File: config.mk
export PLATFORM = sky130hd
export DESIGN_NAME = ascii85_stream_decoder_core
export DESIGN_NICKNAME = d
export VERILOG_FILES = /design/src/hdl/a85d_pkg.sv /design/src/hdl/a85d_front.sv /design/src/hdl/a85d_queue.sv /design/src/hdl/a85d_back.sv /design/src/hdl/ascii85_stream_decoder_core.sv
export SDC_FILE = /design/constraint.sdc
export NUM_CORES = 1
export LEC_CHECK = 0
export BUFFER_PORTS_ARGS = -buffer_cell sky130_fd_sc_hd__buf_2
export CORE_UTILIZATION = 50
export DETAILED_ROUTE_END_ITERATION = 10
export PLACE_DENSITY = 0.69
export SLEW_MARGIN = 40
export SYNTH_ARGS = -nofsm -noshare
export SYNTH_HDL_FRONTEND = slang
export SYNTH_SLANG_ARGS = --single-unit
File: constraint.sdc
create_clock -name clk -period 10.9 [get_ports clk]
set_input_delay 2.18 -clock clk [delete_from_list [all_inputs] [get_ports clk]]
set_output_delay 2.18 -clock clk [all_outputs]
set_load 0.05 [all_outputs]
File: src/hdl/a85d_pkg.sv
// Shared types, character codes and helpers for the ASCII85 stream decoder.
package a85d_pkg;

  // Character codes
  localparam logic [7:0] CHAR_BIAS  = 8'd33;   // '!' is digit zero
  localparam logic [7:0] CHAR_MAX   = 8'd126;  // '~', highest printable byte
  localparam logic [7:0] CHAR_Z     = 8'h7A;   // 'z'
  localparam logic [7:0] CHAR_TILDE = 8'h7E;   // '~'
  localparam logic [7:0] CHAR_GT    = 8'h3E;   // '>'

  // Powers of 85 for 'u' padding of a short final group
  localparam logic [19:0] POW85_1 = 20'd85;
  localparam logic [19:0] POW85_2 = 20'd7225;
  localparam logic [19:0] POW85_3 = 20'd614125;

  localparam logic [2:0] GROUP_DIGITS = 3'd5;
  localparam logic [2:0] GROUP_BYTES  = 3'd4;

  // Result error codes
  localparam logic [1:0] ERR_NONE    = 2'd0;
  localparam logic [1:0] ERR_NO_END  = 2'd1;
  localparam logic [1:0] ERR_BAD_CHR = 2'd2;

  // Job queue depth between front and back
  localparam int QUEUE_DEPTH = 2;

  // One unit of work for the back end: nbytes == 0 means a single beat with
  // no data byte, carrying only the end flag and error code.
  typedef struct packed {
    logic [31:0] value;
    logic [2:0]  nbytes;
    logic        stream_end;
    logic [1:0]  err;
  } job_t;

  function automatic logic is_space(input logic [7:0] c);
    is_space = (c == 8'd0) || (c == 8'd9) || (c == 8'd10) || (c == 8'd12) ||
               (c == 8'd13) || (c == 8'd32);
  endfunction

endpackage

File: src/hdl/a85d_front.sv
// Front end: holds the raw byte one beat, accumulates base-85 groups, builds jobs.
module a85d_front
  import a85d_pkg::*;
(
  input  logic       clk,
  input  logic       rst_n,
  input  logic       in_tvalid,
  output logic       in_tready,
  input  logic [7:0] in_tdata,
  input  logic       in_tlast,
  input  logic       q_full,
  output logic       job_push,
  output job_t       job
);

  logic [31:0] group_r, group_nxt;
  logic [2:0]  count_r, count_nxt;
  logic [7:0]  held_r, held_nxt;
  logic        held_valid_r, held_valid_nxt;

  logic        accept;
  logic        held_space, held_bad, held_zgrp, end_ok;
  logic [6:0]  digit;
  logic [19:0] pow;
  logic [31:0] mul_a;
  logic [19:0] mul_b;
  logic [51:0] prod;
  logic [31:0] acc;
  logic [2:0]  count_inc;
  logic        job_valid;

  assign in_tready = !q_full;
  assign accept    = in_tvalid && in_tready;

  assign held_space = is_space(held_r);
  assign held_bad   = (held_r < CHAR_BIAS) || (held_r > CHAR_MAX);
  assign held_zgrp  = (held_r == CHAR_Z) && (count_r == 3'd0);
  assign digit      = 7'(held_r - CHAR_BIAS);
  assign end_ok     = held_valid_r && (held_r == CHAR_TILDE) && (in_tdata == CHAR_GT);
  assign count_inc  = count_r + 3'd1;

  // Padding k = 5-m digits of 84 gives (v+1)*85^k - 1
  always_comb begin
    case (count_r)
      3'd2:    pow = POW85_3;
      3'd3:    pow = POW85_2;
      3'd4:    pow = POW85_1;
      default: pow = 20'd0;
    endcase
  end

  // One shared multiplier: digit step or final padding
  assign mul_a = in_tlast ? (group_r + 32'd1) : group_r;
  assign mul_b = in_tlast ? pow : POW85_1;
  assign prod  = mul_a * mul_b;
  assign acc   = in_tlast ? (prod[31:0] - 32'd1) : (prod[31:0] + {25'd0, digit});

  always_comb begin
    group_nxt      = group_r;
    count_nxt      = count_r;
    held_nxt       = held_r;
    held_valid_nxt = held_valid_r;
    job_valid      = 1'b0;
    job            = '{value: 32'd0, nbytes: 3'd0, stream_end: 1'b0, err: ERR_NONE};
    if (accept) begin
      if (!in_tlast) begin
        held_nxt       = in_tdata;
        held_valid_nxt = 1'b1;
        if (held_valid_r && !held_space) begin
          if (held_bad) begin
            job_valid = 1'b1;
            job.err   = ERR_BAD_CHR;
          end else if (held_zgrp) begin
            job_valid  = 1'b1;
            job.nbytes = GROUP_BYTES;
          end else if (count_inc == GROUP_DIGITS) begin
            job_valid  = 1'b1;
            job.value  = acc;
            job.nbytes = GROUP_BYTES;
            group_nxt  = 32'd0;
            count_nxt  = 3'd0;
          end else begin
            group_nxt = acc;
            count_nxt = count_inc;
          end
        end
      end else begin
        job_valid       = 1'b1;
        job.stream_end  = 1'b1;
        if (end_ok && count_r >= 3'd2) begin
          job.value  = acc;
          job.nbytes = count_r - 3'd1;
        end else if (!end_ok) begin
          job.err = ERR_NO_END;
        end
        group_nxt      = 32'd0;
        count_nxt      = 3'd0;
        held_nxt       = 8'd0;
        held_valid_nxt = 1'b0;
      end
    end
  end

  assign job_push = job_valid;

  always_ff @(posedge clk) begin
    if (!rst_n) begin
      group_r      <= 32'd0;
      count_r      <= 3'd0;
      held_r       <= 8'd0;
      held_valid_r <= 1'b0;
    end else begin
      group_r      <= group_nxt;
      count_r      <= count_nxt;
      held_r       <= held_nxt;
      held_valid_r <= held_valid_nxt;
    end
  end

endmodule

File: src/hdl/a85d_queue.sv
// Short job queue between front and back ends.
module a85d_queue
  import a85d_pkg::*;
(
  input  logic clk,
  input  logic rst_n,
  input  logic push,
  input  job_t push_data,
  input  logic pop,
  output logic full,
  output logic empty,
  output job_t head
);

  localparam int PTR_W = (QUEUE_DEPTH > 1) ? $clog2(QUEUE_DEPTH) : 1;
  localparam int CNT_W = $clog2(QUEUE_DEPTH + 1);
  localparam logic [PTR_W-1:0] PTR_LAST = PTR_W'(QUEUE_DEPTH - 1);
  localparam logic [CNT_W-1:0] CNT_FULL = CNT_W'(QUEUE_DEPTH);

  job_t             mem_r [QUEUE_DEPTH];
  logic [PTR_W-1:0] wr_ptr_r, wr_ptr_nxt;
  logic [PTR_W-1:0] rd_ptr_r, rd_ptr_nxt;
  logic [CNT_W-1:0] count_r, count_nxt;
  logic             do_push, do_pop;

  assign full    = (count_r == CNT_FULL);
  assign empty   = (count_r == '0);
  assign head    = mem_r[rd_ptr_r];
  assign do_push = push && !full;
  assign do_pop  = pop && !empty;

  always_comb begin
    wr_ptr_nxt = wr_ptr_r;
    rd_ptr_nxt = rd_ptr_r;
    count_nxt  = count_r;
    if (do_push) begin
      wr_ptr_nxt = (wr_ptr_r == PTR_LAST) ? '0 : wr_ptr_r + 1'b1;
    end
    if (do_pop) begin
      rd_ptr_nxt = (rd_ptr_r == PTR_LAST) ? '0 : rd_ptr_r + 1'b1;
    end
    if (do_push && !do_pop) begin
      count_nxt = count_r + 1'b1;
    end else if (do_pop && !do_push) begin
      count_nxt = count_r - 1'b1;
    end
  end

  always_ff @(posedge clk) begin
    if (do_push) begin
      mem_r[wr_ptr_r] <= push_data;
    end
  end

  always_ff @(posedge clk) begin
    if (!rst_n) begin
      wr_ptr_r <= '0;
      rd_ptr_r <= '0;
      count_r  <= '0;
    end else begin
      wr_ptr_r <= wr_ptr_nxt;
      rd_ptr_r <= rd_ptr_nxt;
      count_r  <= count_nxt;
    end
  end

endmodule

File: src/hdl/a85d_back.sv
// Back end: splits each job into result beats into a registered output stage.
module a85d_back
  import a85d_pkg::*;
(
  input  logic       clk,
  input  logic       rst_n,
  input  logic       q_empty,
  input  job_t       head,
  output logic       q_pop,
  output logic       out_tvalid,
  input  logic       out_tready,
  output logic [7:0] out_tdata,
  output logic [2:0] out_tuser,
  output logic       out_tlast
);

  logic [1:0] idx_r, idx_nxt;
  logic       valid_r, valid_nxt;
  logic [7:0] byte_r, byte_nxt;
  logic       bvalid_r, bvalid_nxt;
  logic       last_r, last_nxt;
  logic [1:0] err_r, err_nxt;

  logic       load;
  logic       has_bytes;
  logic       final_beat;
  logic [1:0] last_idx;
  logic [7:0] sel_byte;

  assign load       = !valid_r || out_tready;
  assign has_bytes  = (head.nbytes != 3'd0);
  assign last_idx   = 2'(head.nbytes - 3'd1);
  assign final_beat = !has_bytes || (idx_r == last_idx);

  // Big-endian: first beat carries the top byte
  always_comb begin
    case (idx_r)
      2'd0:    sel_byte = head.value[31:24];
      2'd1:    sel_byte = head.value[23:16];
      2'd2:    sel_byte = head.value[15:8];
      default: sel_byte = head.value[7:0];
    endcase
  end

  always_comb begin
    idx_nxt    = idx_r;
    valid_nxt  = valid_r;
    byte_nxt   = byte_r;
    bvalid_nxt = bvalid_r;
    last_nxt   = last_r;
    err_nxt    = err_r;
    q_pop      = 1'b0;
    if (load) begin
      valid_nxt = !q_empty;
      if (!q_empty) begin
        byte_nxt   = has_bytes ? sel_byte : 8'd0;
        bvalid_nxt = has_bytes;
        last_nxt   = head.stream_end && final_beat;
        err_nxt    = head.err;
        if (final_beat) begin
          idx_nxt = 2'd0;
          q_pop   = 1'b1;
        end else begin
          idx_nxt = idx_r + 2'd1;
        end
      end
    end
  end

  always_ff @(posedge clk) begin
    if (!rst_n) begin
      idx_r   <= 2'd0;
      valid_r <= 1'b0;
    end else begin
      idx_r   <= idx_nxt;
      valid_r <= valid_nxt;
    end
  end

  always_ff @(posedge clk) begin
    byte_r   <= byte_nxt;
    bvalid_r <= bvalid_nxt;
    last_r   <= last_nxt;
    err_r    <= err_nxt;
  end

  assign out_tvalid = valid_r;
  assign out_tdata  = byte_r;
  assign out_tuser  = {err_r, bvalid_r};
  assign out_tlast  = last_r;

endmodule

File: src/hdl/ascii85_stream_decoder_core.sv
// Top level of the streaming ASCII85 decoder: front end, job queue, back end.
//
// Usage
//   Input channel (in_*): one raw stream byte per beat in in_tdata, with
//   in_tlast high on the final byte of a stream. Whitespace is skipped,
//   'z' gives four zero bytes, five digits give four bytes big-endian.
//   Output channel (out_*): one result per beat. out_tdata is the decoded
//   byte, out_tuser[0] says it is a real byte, out_tuser[2:1] is the error
//   (none, end mark missing, bad character dropped), out_tlast ends a stream.
//   Every stream ends with exactly one beat carrying out_tlast.
// Input to output
//   The raw byte is held back one beat so the '~>' end mark can be seen on
//   the final beat; results of a byte appear when the next byte is taken.
//   The job is written to the queue at that accepting edge and is loaded into
//   the registered output stage once that stage is free and the job is at the head.
// Throughput
//   One input beat per cycle while the job queue has room. The output runs
//   at one beat per cycle while out_tready is high; a group or 'z' costs
//   up to four output beats, so dense 'z' runs are paced by the output side.
// Reset and stalls
//   rst_n (synchronous, active low) empties the queue and output stage and
//   clears the group and held byte. A stalled receiver holds the output
//   beat; the queue then fills and in_tready drops.
module ascii85_stream_decoder_core
  import a85d_pkg::*;
(
  input  logic       clk,
  input  logic       rst_n,
  // input channel
  input  logic       in_tvalid,
  output logic       in_tready,
  input  logic [7:0] in_tdata,   // [7:0] in_char
  input  logic       in_tlast,   // in_last
  // result channel
  output logic       out_tvalid,
  input  logic       out_tready,
  output logic [7:0] out_tdata,  // [7:0] out_byte
  output logic [2:0] out_tuser,  // [0] byte_valid, [2:1] error_code
  output logic       out_tlast   // stream_end
);

  job_t job;
  job_t head;
  logic job_push;
  logic q_full;
  logic q_empty;
  logic q_pop;

  // classifies bytes, runs the base-85 accumulator
  a85d_front u_front (
    .clk       (clk),
    .rst_n     (rst_n),
    .in_tvalid (in_tvalid),
    .in_tready (in_tready),
    .in_tdata  (in_tdata),
    .in_tlast  (in_tlast),
    .q_full    (q_full),
    .job_push  (job_push),
    .job       (job)
  );

  // decouples input acceptance from output serialisation
  a85d_queue u_queue (
    .clk       (clk),
    .rst_n     (rst_n),
    .push      (job_push),
    .push_data (job),
    .pop       (q_pop),
    .full      (q_full),
    .empty     (q_empty),
    .head      (head)
  );

  // one job becomes one to four result beats
  a85d_back u_back (
    .clk        (clk),
    .rst_n      (rst_n),
    .q_empty    (q_empty),
    .head       (head),
    .q_pop      (q_pop),
    .out_tvalid (out_tvalid),
    .out_tready (out_tready),
    .out_tdata  (out_tdata),
    .out_tuser  (out_tuser),
    .out_tlast  (out_tlast)
  );

  // data beats never carry an error
  assert property (@(posedge clk) disable iff (!rst_n)
    out_tvalid && out_tuser[0] |-> out_tuser[2:1] == ERR_NONE)
    else $error("data beat with error code");

  // a missing end mark always closes the stream
  assert property (@(posedge clk) disable iff (!rst_n)
    out_tvalid && out_tuser[2:1] == ERR_NO_END |-> out_tlast && !out_tuser[0])
    else $error("missing end mark without stream end");

  // a dropped character never ends a stream and carries no byte
  assert property (@(posedge clk) disable iff (!rst_n)
    out_tvalid && out_tuser[2:1] == ERR_BAD_CHR |-> !out_tlast && out_tdata == 8'd0)
    else $error("bad character beat malformed");

  // no push is lost to a full queue
  assert property (@(posedge clk) disable iff (!rst_n)
    job_push |-> !q_full)
    else $error("job pushed into full queue");

endmodule
==> impl_metrics.ini, run 1 <==
[status]
status = finished, final reports clean

[die]
initial_utilization_pct = 50.8
die-area_sq_um = 38100
rows = 70
core-area_sq_um = 36700
die_h_um = 195
dieWidth_um = 195
io_pins = 27

[clocking]
cts_buffers = 17
cts_tree = yes
cts_max_path_buffers = 2
insertion_delay_ps = 430
cts-htree-levels = 4
cts.clk_slew.worst_paths_ps = 60
root_buffer = clkbuf_16
clkSinkCount = 140

[pwr]
vdd_ir_drop_max_mv = 0.125
switchingPower_mw = 0.995
leakagePower_nw = 10.2
p_clk_share_pct = 23.4
power_density_nw_per_um2 = 117
switching_share_pct = 41.2
internal_power_mw = 1.42
seq_power_share_pct = 30.0
p_comb_share_pct = 46.5

[routing]
drc_errors = 0
drtAntennaViolNets = 0
routed_wirelength_um = 48700
viasPerCell = 5.48
first_iter_violations = 1313
first_pass_iters = 6
vias = 14100
wl_per_cell_um = 18.9

[timing]
min_period_ps = 10490
rsz0062_at_grt = true
worst_pin_slew_ps = 864
hold_viol = 0
finalSetupViolations = 0
maxSlewViolCount = 0
period_share_pct = 96.3
tns_ps = 0
max_freq_ghz = 0.0953
finClkSkew_ps = 11.3
relSlewSlack_pct = 41.5

[critical_path]
crit_top_cell = fa_1
critPathLaunch = in_tlast
cp_data_required_time_ps = 11270
crit_slowest_cell = fa_1
crit_arrival_ps = 10860
crit_buf_inv = 11
worstReg2RegStart = u_front.group_r[0]
start_kind = input port
crit_fanout = 5
crit_type = in2reg
cp.depth = 37
max_stage_delay_ps = 540
rr_endpoint = u_front.group_r[28]
endpoint = u_front.group_r[28]
rrSetupSlack_ps = 1500
worst_setup_path_end_kind = flip-flop
r2r_cells = 37
worst_path_dominant_cell_family = adder cells

[logic_synthesis]
synth_edf_count = 88
ys_types = 83
ys_ff_latch = 140
postSynth.asyncResetShare_pct = 0
syn_area_sq_um = 18700
synth_fp_nets = 2451
avgSynthCellArea_sq_um = 9.38
yosys_warnings = 0
seq_area_frac_synth_pct = 19.7
synth_flop_cell = edfxtp_1
synthCells = 1988

[layout]
final_util_pct = 56.3
fillers = 3149
drive_gt1_share_pct = 10.6
antenna_cells = 0
syn_to_final_growth_pct = 10.8
fin_nets = 2554

[grt]
grtUsageTotal_pct = 26.6
met1_usage_pct = 37.2
use_met2_pct = 43.9
gr-total-overflow = 0
antenna_found_initial = 0
grt_start_max_net_pins = 54
met3_usage_pct = 3.52
grt-busiest-layer = met2
grt_pass1_vias = 14600
grt_pass1_wl_um = 78200

[worst_hold_path]
hold_path.class = reg2reg
whs_path_depth = 2

[place]
portBuffers = 26
gp_congestion = 0.962
place_hpwl_um = 41400

[flow_run]
cap_violations = 0
## flip-flops by register name, summed over array words and instances, names as in the netlist, named ones only
register / flops
u_back.bvalid_r: 1
u_front.held_r: 8
u_queue.count_r: 2
u_back.out_tvalid: 1
u_back.err_r: 2
u_queue.wr_ptr_r: 1
u_back.idx_r: 2
u_front.held_valid_r: 1
u_front.count_r: 3
u_back.out_tdata: 8
u_queue.mem_r: 76
u_queue.rd_ptr_r: 1
u_back.out_tlast: 1
u_front.group_r: 32
## how the worst min path moves through the flow
stage                      from                to  slack, ps
2_1_floorplan  u_queue.rd_ptr_r  u_queue.rd_ptr_r        450
3_3_place_gp   u_queue.rd_ptr_r  u_queue.rd_ptr_r        470
3_5_place_dp   u_queue.rd_ptr_r         flip-flop        490
4_1_cts        u_queue.rd_ptr_r         flip-flop        500
5_1_grt        u_queue.rd_ptr_r         flip-flop        530
6_report       u_queue.rd_ptr_r         flip-flop        500
## synthesized netlist by cell type (5+ instances only)
| master | count | area share, % |
|---|---|---|
| nand4_1 | 12 | 0.40 |
| or3_1 | 7 | 0.23 |
| xnor2_1 | 94 | 4.4 |
| o21ai_0 | 30 | 0.80 |
| nor2b_1 | 51 | 1.7 |
| fa_1 | 238 | 26 |
| clkbuf_1 | 41 | 0.83 |
| dfxtp_1 | 52 | 5.6 |
| nand3_1 | 23 | 0.62 |
| o21a_1 | 5 | 0.20 |
| nor2_1 | 168 | 3.4 |
| and2_1 | 17 | 0.57 |
| or2_2 | 15 | 0.50 |
| mux2i_1 | 7 | 0.38 |
| a21boi_0 | 9 | 0.36 |
| ha_1 | 212 | 14 |
| buf_2 | 5 | 0.13 |
| nor3_1 | 22 | 0.59 |
| a21oi_1 | 74 | 2.0 |
| a222oi_1 | 16 | 0.86 |
| and3_1 | 15 | 0.50 |
| o21bai_1 | 9 | 0.36 |
| inv_1 | 432 | 8.7 |
| xor2_1 | 48 | 2.3 |
| o2bb2a_1 | 7 | 0.38 |
| nand2b_1 | 15 | 0.50 |
| a21o_1 | 30 | 1.2 |
| mux4_2 | 8 | 0.97 |
| nand2_1 | 134 | 2.7 |
| edfxtp_1 | 88 | 14 |
| a31oi_1 | 10 | 0.34 |
| o21ai_1 | 6 | 0.16 |
## worst reg2reg max path: cells and delay by family, from the launching register on
family | cells | cell delay [ps]
adders and majority gates | 10 | 3970
and+or+nand+nor | 9 | 1980
DFF | 1 | 550
AOI/OAI and AO/OA | 5 | 1150
xor gates and xnor gates | 3 | 590
buffers and inverters | 10 | 1100
## metal layers
| metal | up-vias | wire length, um |
|---|---|---|
| met5 | - | 0 |
| met4 | 0 | 1090 |
| met3 | 69 | 3040 |
| met2 | 459 | 22900 |
| met1 | 6990 | 21700 |
| li1 | 6580 | - |
## through the flow
stage / power, mW / setup slack (ps) / hold WS [ps] / area, sq um / instances
6_report: 2.41 / 408 / 500 / 20700 / 2572
5_1_grt: 2.55 / -32.2 / 529 / 20700 / 2572
4_1_cts: 2.40 / 268 / 503 / 20600 / 2571
3_5_place_dp: 1.83 / -121 / 492 / 20000 / 2539
3_3_place_gp: 1.81 / -118 / 467 / 20000 / 2537
2_1_floorplan: 1.49 / 411 / 454 / 18700 / 1988
## logic make-up (layout without fill, tap and decap cells)
group | after synthesis | after routing | share of synthesized area, %
DFF | 140 | 140 | 19.7
adders and majority gates | 450 | 450 | 39.8
xor gates and xnor gates | 147 | 147 | 7.21
buffers and inverters | 486 | 602 | 9.89
and+or+nand+nor | 507 | 507 | 13.0
AOI/OAI and AO/OA | 239 | 239 | 8.74
muxes | 19 | 19 | 1.60
## layout by cell type, fill, tap and decap left out, types with 9 or more instances in the layout
cell and count:
inv_1 432, fa_1 238, ha_1 212, nor2_1 167
nand2_1 134, buf_4 109, xnor2_1 94, edfxtp_1 88
a21oi_1 72, dfxtp_1 51, nor2b_1 50, xor2_1 46
a21o_1 30, o21ai_0 29, buf_2 25, nand3_1 23
nor3_1 22, and2_1 17, clkbuf_16 17, or2_2 16
a222oi_1 16, nand2b_1 15, and3_1 15, nand4_1 12
a31oi_1 9, o21bai_1 9, a21boi_0 9
## what timing repair did
item                       CTS  global route
hold buffers                 0             0
setup endpoints to repair    0            13
gates resized for setup      0             9
setup buffers                0             1
## cell type report
| cell class | count | area [sq um] | share of cell area (%) |
|---|---|---|---|
| multi-input cells | 1362 | 13200 | 63.9 |
| flip-flops and latches | 140 | 3680 | 17.8 |
| inverters | 433 | 1630 | 7.87 |
| repair buffers | 137 | 1010 | 4.87 |
| well taps | 468 | 586 | 2.83 |
| clock buffers | 18 | 429 | 2.08 |
| clock inverters | 14 | 133 | 0.642 |
## power groups by stage
| stage | combinational [mW] | clock, mW | sequential (mW) |
|---|---|---|---|
| detailed placement | 1.10 | 0 | 0.735 |
| finish | 1.12 | 0.566 | 0.725 |
| floorplan | 0.706 | 0 | 0.780 |
| CTS | 1.11 | 0.567 | 0.724 |
| global placement | 1.08 | 0 | 0.732 |
| global route | 1.22 | 0.591 | 0.734 |
(Power assumes the default switching activity.)
==> inputs of run 2 (changes only) <==
--- a/config.mk
+++ b/config.mk
@@ -6,9 +6,10 @@
 export NUM_CORES = 1
 export LEC_CHECK = 0
 export BUFFER_PORTS_ARGS = -buffer_cell sky130_fd_sc_hd__buf_2
-export CORE_UTILIZATION = 50
+export CORE_UTILIZATION = 60
+export CTS_BUF_LIST = sky130_fd_sc_hd__clkbuf_4
 export DETAILED_ROUTE_END_ITERATION = 10
-export PLACE_DENSITY = 0.69
+export PLACE_DENSITY = 0.77
 export SLEW_MARGIN = 40
 export SYNTH_ARGS = -nofsm -noshare
 export SYNTH_HDL_FRONTEND = slang
==> constraint.sdc (replaced) <==
create_clock -name clk -period 11.6 [get_ports clk]
set_input_delay 2.32 -clock clk [delete_from_list [all_inputs] [get_ports clk]]
set_output_delay 2.32 -clock clk [all_outputs]
set_load 0.05 [all_outputs]
==> impl_metrics.ini, run 2 (synthesized netlist as in run 1, its figures left out) <==
[status]
status = finished, final reports clean

[pwr]
leakagePower_nw = 9.71
vdd_ir_drop_max_mv = 0.0917
power.total_mw = 1.95
power_density_nw_per_um2 = 98.9

[routing]
drtAntennaViolNets = 0
first_iter_violations = 1301
routed_wirelength_um = 45700
wl_per_cell_um = 18.8
viasPerCell = 5.71
drc_errors = 0
vias = 13900
first_pass_iters = 8

[critical_path]
r2r_cells = 33
endpoint = u_queue.mem_r[1][36]
crit_type = in2reg
worst_setup_path_end_kind = flip-flop
rrSetupSlack_ps = 1880
cp_data_required_time_ps = 11860
max_stage_delay_ps = 560
crit_arrival_ps = 11200
rr_endpoint = u_queue.mem_r[1][36]
worstReg2RegStart = u_front.group_r[0]
crit_slowest_cell = o41ai_1
start_kind = input port
critPathLaunch = in_tlast
crit_fanout = 5
crit_top_cell = fa_1

[grt]
gr-total-overflow = 0
antenna_found_initial = 1
grtUsageTotal_pct = 30.8
grt_pass1_wl_um = 74500
grt_pass1_vias = 14300
grt_start_max_net_pins = 54

[layout]
fin_nets = 2485
regMostFlops = u_queue.mem_r
fillers = 2449
final_common_cell = inv_1
syn_to_final_growth_pct = 5.68
largest_reg_flops = 76
layout_common_cells = inv_1, fa_1, ha_1, nor2_1, nand2_1
drive_gt1_share_pct = 7.37
largest_registers = u_queue.mem_r: 76 flops, u_front.group_r: 32 flops

[flow_run]
cap_violations = 0

[clocking]
cts_setup_buffers = 0
ctsResizeCount = 0
insertion_delay_ps = 540
clkSinkCount = 140
cts.clk_slew.worst_paths_ps = 140
root_buffer = clkbuf_4
cts_max_path_buffers = 2
ctsHoldBuffers = 0
cts-htree-levels = 4
cts_tree = yes
cts_buffers = 17

[timing]
worst_pin_slew_ps = 796
period_share_pct = 94.3
finClkSkew_ps = 33.9
hold_viol = 0
tns_ps = 0
maxSlewViolCount = 0
min_period_ps = 10940
finalSetupViolations = 0
max_freq_ghz = 0.0914
rsz0062_at_grt = false
relSlewSlack_pct = 46.5

[worst_hold_path]
hold_path.class = reg2reg

[die]
initial_utilization_pct = 61.0
io_pins = 27
rows = 64
die-area_sq_um = 31800
die_h_um = 178
dieWidth_um = 178
core-area_sq_um = 30600

[place]
gp_congestion = 0.963
portBuffers = 26
place_hpwl_um = 38800
-- run 2: cell types whose count changed in the layout (fill, tap and decap cells not counted), moves of 2 or more --
cell	delta
clkbuf_4	+18
xor2_2	-2
clkbuf_16	-17
buf_4	-69
xor2_1	+2
clkinv_2	-2
-- run 2: critical path, delay by kind of cell --
kind / cells / cell delay [ps]
AOI/OAI and AO/OA: 6 / 2110
xor gates and xnor gates: 3 / 660
adders and majority gates: 9 / 3820
buffers and inverters: 6 / 410
and+or+nand+nor: 9 / 1850
-- run 2: routing by layer --
metal,global-route usage (%),part of all wire (%)
met3,5.86,7.5
met4,10.4,3.3
met5,0,0
met1,42.4,43
met2,49.0,46
-- run 2: final cells by class --
type / count / area [sq um] / share of cell area (%)
clock inverter: 14 / 128 / 0.647
antenna: 1 / 2.50 / 0.0127
clock buffer: 18 / 135 / 0.686
inverter: 433 / 1630 / 8.25
multi-input combinational: 1362 / 13200 / 66.7
sequential: 140 / 3680 / 18.7
tap: 396 / 495 / 2.51
timing repair buffer: 68 / 488 / 2.48
-- run 2: how the worst min path moves through the flow --
stage	endpoint	depth (start not counted)	start
final	flip-flop	2	u_queue.rd_ptr_r
after global routing	flip-flop	2	u_queue.rd_ptr_r
after CTS	flip-flop	2	u_queue.rd_ptr_r
after detailed placement	flip-flop	2	u_queue.rd_ptr_r
after global placement	flip-flop	2	u_queue.rd_ptr_r
after floorplan	u_queue.rd_ptr_r	2	u_queue.rd_ptr_r
-- run 2: report_power, final --
group / internal (mW) / switching (mW)
sequential: 0.614 / 0.0640
clock: 0.0951 / 0.203
combinational: 0.367 / 0.607
-- run 2: stage by stage --
step / setup WS [ps] / instances / util (%) / hold WS [ps] / cell area, sq um
final: 663 / 2432 / 64.4 / 490 / 19700
after global routing: 167 / 2432 / 64.4 / 532 / 19700
after CTS: 792 / 2431 / 64.4 / 496 / 19700
after detailed placement: 275 / 2399 / 63.5 / 477 / 19400
after global placement: 422 / 2397 / 63.4 / 466 / 19400
after floorplan: 971 / 1988 / - / 454 / 18700
==> inputs of run 3 (changes only) <==
--- a/config.mk
+++ b/config.mk
@@ -5,11 +5,12 @@
 export SDC_FILE = /design/constraint.sdc
 export NUM_CORES = 1
 export LEC_CHECK = 0
+export ABC_AREA = 1
 export BUFFER_PORTS_ARGS = -buffer_cell sky130_fd_sc_hd__buf_2
 export CORE_UTILIZATION = 60
 export CTS_BUF_LIST = sky130_fd_sc_hd__clkbuf_4
 export DETAILED_ROUTE_END_ITERATION = 10
-export PLACE_DENSITY = 0.77
+export PLACE_DENSITY = 0.76
 export SLEW_MARGIN = 40
 export SYNTH_ARGS = -nofsm -noshare
 export SYNTH_HDL_FRONTEND = slang
==> impl_metrics.ini, run 3 <==
[status]
status = finished, final reports clean

[logic_synthesis]
synth_flop_cell = edfxtp_1
yosys-top-cells-count = inv_1, nand2_1, fa_1
synth_edf_count = 88
yosys_warnings = 0
yosys.area.top_type_share_pct = 25.0
synth_top_area_cell = fa_1
synthCells = 2378
synth_fp_nets = 2841
yosysMostFrequentCell = inv_1
postSynth.asyncResetShare_pct = 0
synth_top_cells_by_area = fa_1, ha_1, edfxtp_1, inv_1, nand2_1
syn_area_sq_um = 19000
avgSynthCellArea_sq_um = 8.00
ys_ff_latch = 140
ys_types = 53
seq_area_frac_synth_pct = 19.4

[routing]
vias = 15800
routed_wirelength_um = 52200
first_pass_iters = 8
viasPerCell = 5.56
drc_errors = 0
drtAntennaViolNets = 0
first_iter_violations = 1489
wl_per_cell_um = 18.3

[die]
die-area_sq_um = 32400
rows = 64
dieWidth_um = 180
die_h_um = 180
core-area_sq_um = 30900
io_pins = 27
initial_utilization_pct = 61.6

[place]
gp_congestion = 0.986
portBuffers = 26
place_hpwl_um = 44500
placedCellCount = 2816

[critical_path]
crit_arrival_ps = 11190
crit_fanout = 5
worstReg2RegStart = u_front.count_r[0]
r2r_cells = 40
max_stage_delay_ps = 580
rr_endpoint = u_queue.mem_r[0][37]
rrSetupSlack_ps = 1730
worst_setup_path_end_kind = flip-flop
critPathLaunch = in_tlast
crit_top_cell = inv_1
crit_type = in2reg
cp_data_required_time_ps = 11870
crit_slowest_cell = fa_1
endpoint = u_queue.mem_r[0][37]
start_kind = input port

[layout]
layout_common_cells = inv_1, nand2_1, fa_1, ha_1, nor2_1
syn_to_final_growth_pct = 6.66
regMostFlops = u_queue.mem_r
drive_gt1_share_pct = 6.08
largest_reg_flops = 76
largest_registers = u_queue.mem_r: 76 flops, u_front.group_r: 32 flops
fin_nets = 2902
final_common_cell = inv_1
fillers = 2654
antenna_cells = 0
layout.cells.non_filler = 2847

[worst_hold_path]
hold_path.class = reg2reg

[pwr]
vdd_ir_drop_max_mv = 0.108
power.total_mw = 2.16
power_density_nw_per_um2 = 107
leakagePower_nw = 10.6

[clocking]
insertion_delay_ps = 550
ctsResizeCount = 0
cts.clk_slew.worst_paths_ps = 120
cts_setup_buffers = 0
root_buffer = clkbuf_4
clkSinkCount = 140
cts_buffers = 17
cts_max_path_buffers = 2
cts-htree-levels = 4
ctsHoldBuffers = 0
cts_tree = yes

[grt]
grtUsageTotal_pct = 33.7
grt_start_max_net_pins = 32
grt_pass1_wl_um = 84900
gr-total-overflow = 0
met1_usage_pct = 47.4
antenna_found_initial = 0
use_met2_pct = 54.9
grt_pass1_vias = 16000
grt-busiest-layer = met2
met3_usage_pct = 4.95

[timing]
whs_ps = 465
period_share_pct = 94.1
tns_ps = 0
max_freq_ghz = 0.0916
min_period_ps = 10920
worst_pin_slew_ps = 764
relSlewSlack_pct = 48.7
hold_viol = 0
rsz0062_at_grt = false
maxSlewViolCount = 0
finClkSkew_ps = 15.1
finalSetupViolations = 0

[flow_run]
cap_violations = 0
[run 3: changes by cell type after synthesis, moves of 15 or more]
cell and change:
a21oi_1 +74, nor2b_1 -50, a21o_1 -26, nand2_1 +297
and2_1 -17, xnor2_1 -63, nor2_1 +41, nand2b_1 -15
a222oi_1 -16, nand3_1 +61, inv_1 +159, o21ai_0 +32
[run 3: worst max-delay path, delay by kind of cell]
family	cells	cell delay [ps]
AO/OA/AOI/OAI	5	670
XOR/XNOR	1	160
adder cells (fa/ha/maj)	9	3890
buffers and inverters	11	980
AND/OR/NAND/NOR	18	3140
[run 3: final cells by class]
type,count,area (sq um),share of cell area [%]
clock buffers,19,143,0.703
inverters,595,2230,11.0
flip-flops and latches,140,3680,18.1
well taps,396,495,2.44
multi-input cells,1601,13000,63.9
repair buffers,84,621,3.06
clock inverters,12,148,0.727
[run 3: power by group]
| group | leakage [nW] | total, mW | internal, mW | switching (mW) |
|---|---|---|---|---|
| sequential | 1.25 | 0.651 | 0.617 | 0.0335 |
| clock | 0.150 | 0.339 | 0.152 | 0.187 |
| combinational | 9.18 | 1.17 | 0.357 | 0.816 |
[run 3: kinds of logic after synthesis]
| kind of cell | synth area share [%] |
|---|---|
| DFF | 19.4 |
| muxes | 0.105 |
| and+or+nand+nor | 17.1 |
| adders and majority gates | 39.0 |
| xor gates and xnor gates | 3.77 |
| buffers and inverters | 12.6 |
| AOI/OAI and AO/OA | 8.09 |
[run 3: how the worst min path moves through the flow]
| stage | start | endpoint | slack, ps | depth (start not counted) |
|---|---|---|---|---|
| after floorplan | u_queue.rd_ptr_r | flip-flop | 430 | 1 |
| after global placement | u_queue.rd_ptr_r | flip-flop | 430 | 1 |
| after detailed placement | u_queue.rd_ptr_r | u_queue.rd_ptr_r | 450 | 1 |
| after CTS | u_queue.rd_ptr_r | u_queue.rd_ptr_r | 470 | 1 |
| after global routing | u_queue.rd_ptr_r | flip-flop | 490 | 1 |
| final | u_queue.rd_ptr_r | u_queue.rd_ptr_r | 470 | 1 |
[run 3: routing by layer]
layer / part of all wire, % / vias up
li1: - / 7456
met1: 44 / 7672
met2: 46 / 620
met3: 7.5 / 93
met4: 2.2 / 0
met5: 0 / -
[run 3: per-stage QoR]
| step | setup slack (ps) | area [sq um] | util (%) |
|---|---|---|---|
| floorplan | 1640 | 19000 | - |
| global placement | 281 | 19900 | 64.4 |
| detailed placement | 328 | 20000 | 64.7 |
| CTS | 878 | 20300 | 65.7 |
| global route | 306 | 20300 | 65.7 |
| finish | 685 | 20300 | 65.7 |
